`src/hdl/tbl_pkg.sv`:
```
`default_nettype none

package tbl_pkg;

	// Shared arithmetic unit widths
	localparam int ACC_W      = 148;	// products up to 146 bits, divide remainder
	localparam int OPB_W      = 104;	// multiplier, numerator or radicand
	localparam int RES_W      = 52;		// quotient or root
	localparam int CNT_W      = 7;
	localparam int DIV_STEPS  = 104;
	localparam int SQRT_STEPS = 52;

	localparam logic [RES_W-1:0] MAG_CAP = 52'h1_0000_0000_0000;

	localparam logic signed [47:0] POS_MAX = 48'sh7FFF_FFFF_FFFF;
	localparam logic signed [47:0] POS_MIN = 48'sh8000_0000_0000;

	localparam logic [47:0] GRAV_RESET = 48'd1231154000;
	localparam logic [31:0] DT_RESET   = 32'd107374182;

	localparam logic [1:0] CFG_GRAV_GAIN = 2'd0;
	localparam logic [1:0] CFG_TIME_STEP = 2'd1;

	localparam logic OP_LOAD = 1'b0;
	localparam logic OP_STEP = 1'b1;

	typedef enum logic [1:0] {
		MDU_MUL,
		MDU_DIV,
		MDU_SQRT
	} mdu_op_t;

	typedef struct packed {
		logic    start;
		mdu_op_t op;
	} mdu_req_t;

	typedef struct packed {
		logic busy;
		logic done;
	} mdu_rsp_t;

	function automatic logic [47:0] mag48(input logic signed [47:0] v);
		logic [47:0] u;
		u = v;
		return u[47] ? (~u + 48'd1) : u;
	endfunction

	// truncated magnitude, sign applied, saturated to 48-bit signed
	function automatic logic signed [47:0] sat_mag(input logic [ACC_W-1:0] m, input logic neg);
		logic [47:0] v;
		v = {1'b0, m[46:0]};
		if (|m[ACC_W-1:47]) return neg ? POS_MIN : POS_MAX;
		return neg ? $signed(~v + 48'd1) : $signed(v);
	endfunction

	function automatic logic signed [47:0] sum_sat(input logic signed [47:0] a,
		input logic signed [47:0] b, input logic signed [47:0] c);
		logic signed [49:0] s;
		s = 50'(a) + 50'(b) + 50'(c);
		if (s > 50'(POS_MAX)) return POS_MAX;
		if (s < 50'(POS_MIN)) return POS_MIN;
		return $signed(s[47:0]);
	endfunction

endpackage

`default_nettype wire

```
`src/hdl/tbl_mdu.sv`:
```
`default_nettype none

// Iterative multiply / divide / square root on one shared add-subtract.
module tbl_mdu (
	input  wire logic                           clk,
	input  wire logic                           arst_n,
	input  wire tbl_pkg::mdu_req_t              req,
	input  wire logic [tbl_pkg::ACC_W-1:0]      opnd_a,
	input  wire logic [tbl_pkg::OPB_W-1:0]      opnd_b,
	input  wire logic [tbl_pkg::ACC_W-1:0]      opnd_c,
	output tbl_pkg::mdu_rsp_t                   rsp,
	output logic [tbl_pkg::ACC_W-1:0]           prod,
	output logic [tbl_pkg::RES_W-1:0]           quot
);

	tbl_pkg::mdu_op_t              op_q;
	logic                          busy_q;
	logic                          done_q;
	logic [tbl_pkg::CNT_W-1:0]     cnt_q;
	logic [tbl_pkg::ACC_W-1:0]     acc_q;
	logic [tbl_pkg::ACC_W-1:0]     opa_q;
	logic [tbl_pkg::OPB_W-1:0]     opb_q;
	logic [tbl_pkg::RES_W-1:0]     res_q;

	logic [tbl_pkg::ACC_W-1:0]     x;
	logic [tbl_pkg::ACC_W-1:0]     y;
	logic                          sub;
	logic [tbl_pkg::ACC_W:0]       sum;
	logic                          ge;
	logic [tbl_pkg::RES_W-1:0]     qn;

	always_comb begin
		unique case (op_q)
			tbl_pkg::MDU_DIV: begin
				x = {acc_q[tbl_pkg::ACC_W-2:0], opb_q[tbl_pkg::OPB_W-1]};
				y = opa_q;
			end
			tbl_pkg::MDU_SQRT: begin
				x = {acc_q[tbl_pkg::ACC_W-3:0], opb_q[tbl_pkg::OPB_W-1 -: 2]};
				y = tbl_pkg::ACC_W'({res_q, 2'b01});
			end
			default: begin
				x = acc_q;
				y = opb_q[0] ? opa_q : '0;
			end
		endcase
		sub = (op_q != tbl_pkg::MDU_MUL);
		sum = {1'b0, x} + {1'b0, (sub ? ~y : y)} + (tbl_pkg::ACC_W+1)'(sub);
		ge  = sum[tbl_pkg::ACC_W];
		qn  = {res_q[tbl_pkg::RES_W-2:0], ge};
	end

	always_ff @(posedge clk or negedge arst_n) begin
		if (!arst_n) begin
			op_q   <= tbl_pkg::MDU_MUL;
			busy_q <= 1'b0;
			done_q <= 1'b0;
			cnt_q  <= '0;
			acc_q  <= '0;
			opa_q  <= '0;
			opb_q  <= '0;
			res_q  <= '0;
		end else begin
			done_q <= 1'b0;
			if (req.start) begin
				op_q   <= req.op;
				busy_q <= 1'b1;
				acc_q  <= (req.op == tbl_pkg::MDU_MUL) ? opnd_c : '0;
				opa_q  <= opnd_a;
				opb_q  <= opnd_b;
				res_q  <= '0;
				cnt_q  <= (req.op == tbl_pkg::MDU_DIV) ? tbl_pkg::CNT_W'(tbl_pkg::DIV_STEPS)
				                                       : tbl_pkg::CNT_W'(tbl_pkg::SQRT_STEPS);
			end else if (busy_q) begin
				unique case (op_q)
					tbl_pkg::MDU_DIV: begin
						acc_q <= ge ? sum[tbl_pkg::ACC_W-1:0] : x;
						res_q <= (qn > tbl_pkg::MAG_CAP) ? tbl_pkg::MAG_CAP : qn;
						opb_q <= opb_q << 1;
						cnt_q <= cnt_q - 1'b1;
						if (cnt_q == tbl_pkg::CNT_W'(1)) begin
							busy_q <= 1'b0;
							done_q <= 1'b1;
						end
					end
					tbl_pkg::MDU_SQRT: begin
						acc_q <= ge ? sum[tbl_pkg::ACC_W-1:0] : x;
						res_q <= qn;
						opb_q <= opb_q << 2;
						cnt_q <= cnt_q - 1'b1;
						if (cnt_q == tbl_pkg::CNT_W'(1)) begin
							busy_q <= 1'b0;
							done_q <= 1'b1;
						end
					end
					default: begin
						// stop as soon as the multiplier runs out of ones
						if (opb_q == '0) begin
							busy_q <= 1'b0;
							done_q <= 1'b1;
						end else begin
							acc_q <= sum[tbl_pkg::ACC_W-1:0];
							opa_q <= opa_q << 1;
							opb_q <= opb_q >> 1;
						end
					end
				endcase
			end
		end
	end

	assign rsp.busy = busy_q;
	assign rsp.done = done_q;
	assign prod     = acc_q;
	assign quot     = res_q;

endmodule

`default_nettype wire

```
`config.mk`:
```
export PLATFORM = sky130hd
export DESIGN_NAME = tbl_mdu
export DESIGN_NICKNAME = d
export VERILOG_FILES = /design/src/hdl/tbl_pkg.sv /design/src/hdl/tbl_mdu.sv
export SDC_FILE = /design/constraint.sdc
export NUM_CORES = 2
export LEC_CHECK = 0
export BUFFER_PORTS_ARGS = -buffer_cell sky130_fd_sc_hd__buf_2
export CAP_MARGIN = 30
export CELL_PAD_IN_SITES_DETAIL_PLACEMENT = 0
export CELL_PAD_IN_SITES_GLOBAL_PLACEMENT = 2
export CORE_MARGIN = 5
export CORE_UTILIZATION = 36
export CTS_CLUSTER_DIAMETER = 30
export DETAILED_ROUTE_END_ITERATION = 8
export GPL_ROUTABILITY_DRIVEN = 0
export GPL_TIMING_DRIVEN = 0
export PLACE_DENSITY_LB_ADDON = 0.1
export SYNTH_ARGS = -nofsm -noshare
export SYNTH_HDL_FRONTEND = slang
export SYNTH_SLANG_ARGS = --single-unit
```
`constraint.sdc`:
```
create_clock -name clk -period 13.5 [get_ports clk]
set_input_delay 3.375 -clock clk [delete_from_list [all_inputs] [get_ports clk]]
set_output_delay 3.375 -clock clk [all_outputs]
set_load 0.01 [all_outputs]
```
Word-level counts from Yosys, hierarchy flattened
Cells that the tools add are included.

word-level totals
  register bits = 463
  input bits = 405
  output and inout bits = 202
  word-level logic and storage cells = 69

cells by class
  add/sub/neg operators = 3
  order comparisons = 1
  eq/ne operators = 8
  multiplexer cells = 36
  bitwise logic cells = 1
  reductions and logical operators = 12

operators with widths
  cell                                                    count
  two-way mux 148 bit                                     12
  case mux 148 bit (2 select lines)                       2
  two-way mux 104 bit                                     3
  case mux 104 bit (2 select lines)                       1
  two-way mux 52 bit                                      3
  adder 148 x 148 -> 149 bit                              1
  adder 149 x 1 -> 149 bit                                1
  NOT 148 bit                                             1
  logical NOT 104 bit                                     1
  case mux 52 bit (2 select lines)                        1
  > comparator 52 x 49 -> 1 bit (second input constant)   1
  two-way mux 7 bit                                       4
  two-way mux 1 bit                                       10
  AND reduction 2 bit                                     4
  equality test 7 x 1 -> 1 bit (second input constant)    1
  subtractor 7 x 1 -> 7 bit (second input constant)       1
  nonzero test 2 bit                                      3
  equality test 2 x 1 -> 1 bit (second input constant)    2
  inequality test 4 x 2 -> 1 bit (second input constant)  1
  inequality test 3 bit (second input constant)           1
  AND reduction 3 bit                                     1
  nonzero test 3 bit                                      1
  equality test 2 bit (second input constant)             1
  logical NOT 2 bit                                       1
  3 further kinds                                         3

Depth between registers and ports, before layout
  depth in word-level cells = 11
  depth in mapped cells = 25
  depth with buffers taken out = 19

Least setup slack after synthesis
Ideal clock, no wire load.

  kind = input to register
  from = in req[2] (netlist name)
  to = reg acc_q, in the netlist prod[108]
  library setup time = 94 ps
  data arrival time = 5089 ps
  required time = 13406 ps
  setup slack = 8317 ps
  stages = 7
  buffers on the path = 3
  cell sequence = clkbuf_1 -> inv_2 -> nor3_1 -> clkbuf_1 -> buf_1 -> a21oi_1 -> a211oi_1

on the way
  longest elaborated chain between the ends = 2
  elaborated cells between the ends (all ways) = 4
  those cells by class = eq/ne (1); mux (1); reduce/logical (2)

RTL lines
  what                                                                                 RTL line       RTL
  from (decl)                                                                          tbl_mdu.sv:7   input wire tbl_pkg::mdu_req_t req,
  inequality test 3 bit (no source line) / nonzero test 2 bit (equally long branches)  n/a
  AND reduction 2 bit (no source line)                                                 n/a
  to (signal assigned)                                                                 tbl_mdu.sv:68  acc_q <= (req.op == tbl_pkg::MDU_MUL) ? opnd_c : '0;
  to (signal assigned)                                                                 tbl_mdu.sv:77  acc_q <= ge ? sum[tbl_pkg::ACC_W-1:0] : x;
  to (signal assigned)                                                                 tbl_mdu.sv:87  acc_q <= ge ? sum[tbl_pkg::ACC_W-1:0] : x;
  to (decl)                                                                            tbl_mdu.sv:20  logic [tbl_pkg::ACC_W-1:0] acc_q;

Several ways; a longest one is shown, not always the timed one.
A chain may end at the register's enable or synchronous reset.

Final worst setup path
  from = reg op_q[0]
  to = reg acc_q, in the netlist prod[135]

on the way
  longest elaborated chain between the ends = 10
  elaborated cells between the ends (all ways) = 17
  those cells by class = add/sub (2); eq/ne (3); mux (8); bitwise (1); reduce/logical (3)

RTL lines
  what                                                                        RTL line                                     RTL
  from (decl)                                                                 tbl_mdu.sv:16                                tbl_pkg::mdu_op_t op_q;
  from (signal assigned)                                                      tbl_mdu.sv:55                                op_q <= tbl_pkg::MDU_MUL;
  from (signal assigned)                                                      tbl_mdu.sv:66                                op_q <= req.op;
  equality test 2 bit / equality test 2 x 1 -> 1 bit (equally long branches)  tbl_mdu.sv:33, tbl_mdu.sv:75
  case mux 148 bit (2 select lines)                                           tbl_mdu.sv:33                                unique case (op_q)
  NOT 148 bit                                                                 tbl_mdu.sv:48                                sum = {1'b0, x} + {1'b0, (sub ? ~y : y)} + (tbl_pkg::ACC_W+1)'(sub);
  two-way mux 148 bit                                                         tbl_mdu.sv:48
  adder 148 x 148 -> 149 bit                                                  tbl_mdu.sv:48
  adder 149 x 1 -> 149 bit                                                    tbl_mdu.sv:48
  two-way mux 148 bit, on equally long branches                               tbl_mdu.sv:98, tbl_mdu.sv:77, tbl_mdu.sv:87
  two-way mux 148 bit                                                         n/a
  two-way mux 148 bit                                                         tbl_mdu.sv:74                                end else if (busy_q) begin
  two-way mux 148 bit                                                         tbl_mdu.sv:65                                if (req.start) begin
  to (signal assigned)                                                        tbl_mdu.sv:68
  to (signal assigned)                                                        tbl_mdu.sv:77
  to (signal assigned)                                                        tbl_mdu.sv:102                               acc_q <= sum[tbl_pkg::ACC_W-1:0];

Several ways; a longest one is shown, not always the timed one. The select of a mux whose other input is x is not followed.

==> impl_metrics.env <==
export IMPL_drcViolationCount=0
export IMPL_post_cts_buffers=0
export IMPL_synth_edf_count=0
export IMPL_path_clk_slew_ps=40
export IMPL_path_max_fanout=10
export IMPL_crit_path_start_kind="register"
export IMPL_syn_cell_area_um2=39260
export IMPL_viasPerCell=6.309
export IMPL_root_buffer="clkbuf_16"
export IMPL_syn_instance_count=5202
export IMPL_worstPathRequired_ps=14160
export IMPL_gr_usage_all_layers=0.3938
export IMPL_ctsResizeCount=0
export IMPL_via_count=47739
export IMPL_cp_slowest_cell="buf_1"
export IMPL_leakage_nw=21.86
export IMPL_post_route_util=0.4622
export IMPL_critical_path_max_stage_delay_ps=840
export IMPL_die_w_um=340.2
export IMPL_grt_pass1_wl_mm=334.1
export IMPL_synth_seq_area_share=0.2951
export IMPL_setup_tns_ps=0
export IMPL_worst_ep_arrival_time_ps=10230
export IMPL_numCtsBuffers=136
export IMPL_synth_net_count=5760
export IMPL_grt_max_degree=105
export IMPL_cap_viol_max_count=0
export IMPL_fp_row_count=121
export IMPL_yosys_warnings=0
export IMPL_p_per_area_nw_per_um2=243.6
export IMPL_finalCriticalPeriod_ps=9570
export IMPL_fmax_ghz=0.1045
export IMPL_final_hold_viol_count=0
export IMPL_synth_cell_types=96
export IMPL_cp_end_kind="register"
export IMPL_io_buffers=605
export IMPL_num_nets_final=6585
export IMPL_cts_tree="yes"
export IMPL_wl_per_cell_um=31.61
export IMPL_dr_pass1_iters=8
export IMPL_critPathTopFamily="buffers and inverters"
export IMPL_maxSlewViolCount=0
export IMPL_die_y_um=340.2
export IMPL_tightest_slew_ps=1211
export IMPL_routed_wl_mm=239.2
export IMPL_antenna_found_initial=15
export IMPL_initial_utilization=0.3616
export IMPL_synth_area_top_cells="dfrtp_1 (30%), a21oi_1 (8.2%), nand2_1 (6.7%)"
export IMPL_maxSlewHeadroom=0.1930
export IMPL_path_buf_inv=10
export IMPL_rsz0062_at_grt="no"
export IMPL_ios=607
export IMPL_cts_max_level=4
export IMPL_final_antenna_net_count=0
export IMPL_syn_avg_cell_area_um2=7.546
export IMPL_die_area_um2=115700
export IMPL_setup_worst_path_class="register to register"
export IMPL_hold_class="register to register"
export IMPL_status="complete, no violations"
export IMPL_ir_drop_uv=174.4
export IMPL_drive_gt1_frac=0.1681
export IMPL_clk_path_buf_depth=3
export IMPL_final_setup_skew_ps=28.08
export IMPL_clock_latency_ps=770
export IMPL_drt_iter0_markers=6209
export IMPL_yosys_area_top_type="dfrtp_1"
export IMPL_grt_overflow=0
export IMPL_dpl_hpwl_mm=190.6
export IMPL_synth_async_reset_ratio=1.000
export IMPL_netlist_area_leader_share=0.2951
export IMPL_numClockSinks=463
export IMPL_finalSetupViolCount=0
export IMPL_post_route_period_util=0.7089
export IMPL_path_cells="inv_1, ha_1, buf_2, clkbuf_1, buf_1, buf_1, buf_8, buf_1, a21oi_1, ha_1, clkbuf_1, nand4_1, nor3_1, nand2_1, nor4_1, o311ai_1, nor2_1, o21ai_2, nand2_1, buf_2, clkbuf_1, nand2_1, o21ai_0"
export IMPL_core_area_um2=108600
export IMPL_syn_to_final_growth_pct=27.80
export IMPL_grt_pass1_vias=46086
export IMPL_ys_flop_type="dfrtp_1"
export IMPL_synth_seq_cells=463
export IMPL_cts_hold_buf=0
-- layer usage --
layer  share of wire  track usage  up-vias
met5         0.00013            0        -
met4           0.077       0.2463        4
met3            0.12       0.1349      826
met2            0.42       0.5788     3025
met1            0.39       0.4952    23065
li1                -            -    20819
-- worst paths after layout --
kind	start	end	cells after the start	slack [ps]
max	op_q[0]$_DFFE_PN0P_	prod[135]$_DFFE_PN0P_	23	3930
max in group asynchronous	arst_n	prod[121]$_DFFE_PN0P_	4	8830
min in group asynchronous	arst_n	quot[31]$_DFFE_PN0P_	1	2680
max reg2reg	op_q[0]$_DFFE_PN0P_	prod[135]$_DFFE_PN0P_	23	3930
min	cnt_q[5]$_DFFE_PN0P_	cnt_q[5]$_DFFE_PN0P_	2	530
min reg2reg	cnt_q[5]$_DFFE_PN0P_	cnt_q[5]$_DFFE_PN0P_	2	530
-- through the flow --
step	instances	area, um2	total power (W)	hold slack [ps]	setup WS, ps
global placement	7221	44050	0.008492	508.3	-1235
CTS	7549	50090	0.01193	530.7	4662
finish	7567	50170	0.01222	529.3	3930
global route	7555	50140	0.01268	554.8	3923
detailed placement	7300	45350	0.008580	518.0	4680
floorplan	5202	39260	0.006028	488.3	8317
-- kinds of logic after synthesis --
group / synth area share
AO/OA/AOI/OAI: 0.3137
XOR/XNOR: 0.06403
adder cells (fa/ha/maj): 0.04896
buffers and inverters: 0.04912
flip-flops: 0.2951
multiplexers: 0.04233
AND/OR/NAND/NOR: 0.1867
-- state kept, by name (all words and copies together) (netlist names) --
register,flops
opa_q,148
done_q,1
busy_q,1
op_q,2
cnt_q,7
quot,52
prod,148
opb_q,104
-- worst register-to-register path: stages, from the launching register on --
cell	delay, ps
dfrtp_1	340
inv_1	70
ha_1	270
buf_2	170
clkbuf_1	690
buf_1	840
buf_1	700
buf_8	250
buf_1	700
a21oi_1	160
ha_1	320
clkbuf_1	380
nand4_1	330
nor3_1	420
nand2_1	180
nor4_1	290
o311ai_1	350
nor2_1	220
o21ai_2	140
nand2_1	330
buf_2	500
clkbuf_1	850
nand2_1	640
o21ai_0	330
-- report_power, final --
group	total, W	internal (W)	leakage [nW]	switching, W
Sequential	0.00224	0.00170	5.81	0.000546
Combinational	0.00667	0.00218	13.7	0.00449
Clock	0.00331	0.00227	2.32	0.00104
Total	0.0122	0.00615	21.9	0.00607
-- layout by cell type (no fill, tap or decap), types with 82 or more instances in the layout --
cell type and instances:
a221oi_1 135, a21oi_1 640, nor3_1 158, nand2_1 697, nand4_1 104, nor2_1 518
xnor2_1 82, clkbuf_16 140, ha_1 152, o21ai_0 508, xor2_1 205, clkbuf_1 350
a22oi_1 192, mux2i_1 157, buf_2 642, dfrtp_1 463
-- synthesized netlist by cell type (all sizes together), types with 59 or more instances --
cell,number
a21o,61
a21oi,642
a221oi,135
a22o,59
a22oi,192
buf,101
clkbuf,338
dfrtp,463
ha,152
mux2i,157
nand2,698
nand4,105
nor2,520
nor3,162
o21ai,526
xnor2,82
xor2,205
-- layout make-up --
cell class / count / area [um2]
Clock buffer: 188 / 3964
Timing Repair Buffer: 687 / 4352
Fill cell: 11324 / 58380
Tap cell: 1414 / 1769
Antenna cell: 15 / 37.54
Sequential cell: 463 / 11590
Inverter: 50 / 187.7
Clock inverter: 61 / 777.0
Buffer: 439 / 1753
Multi-Input combinational cell: 4250 / 25740
(Power assumes the default switching activity.)
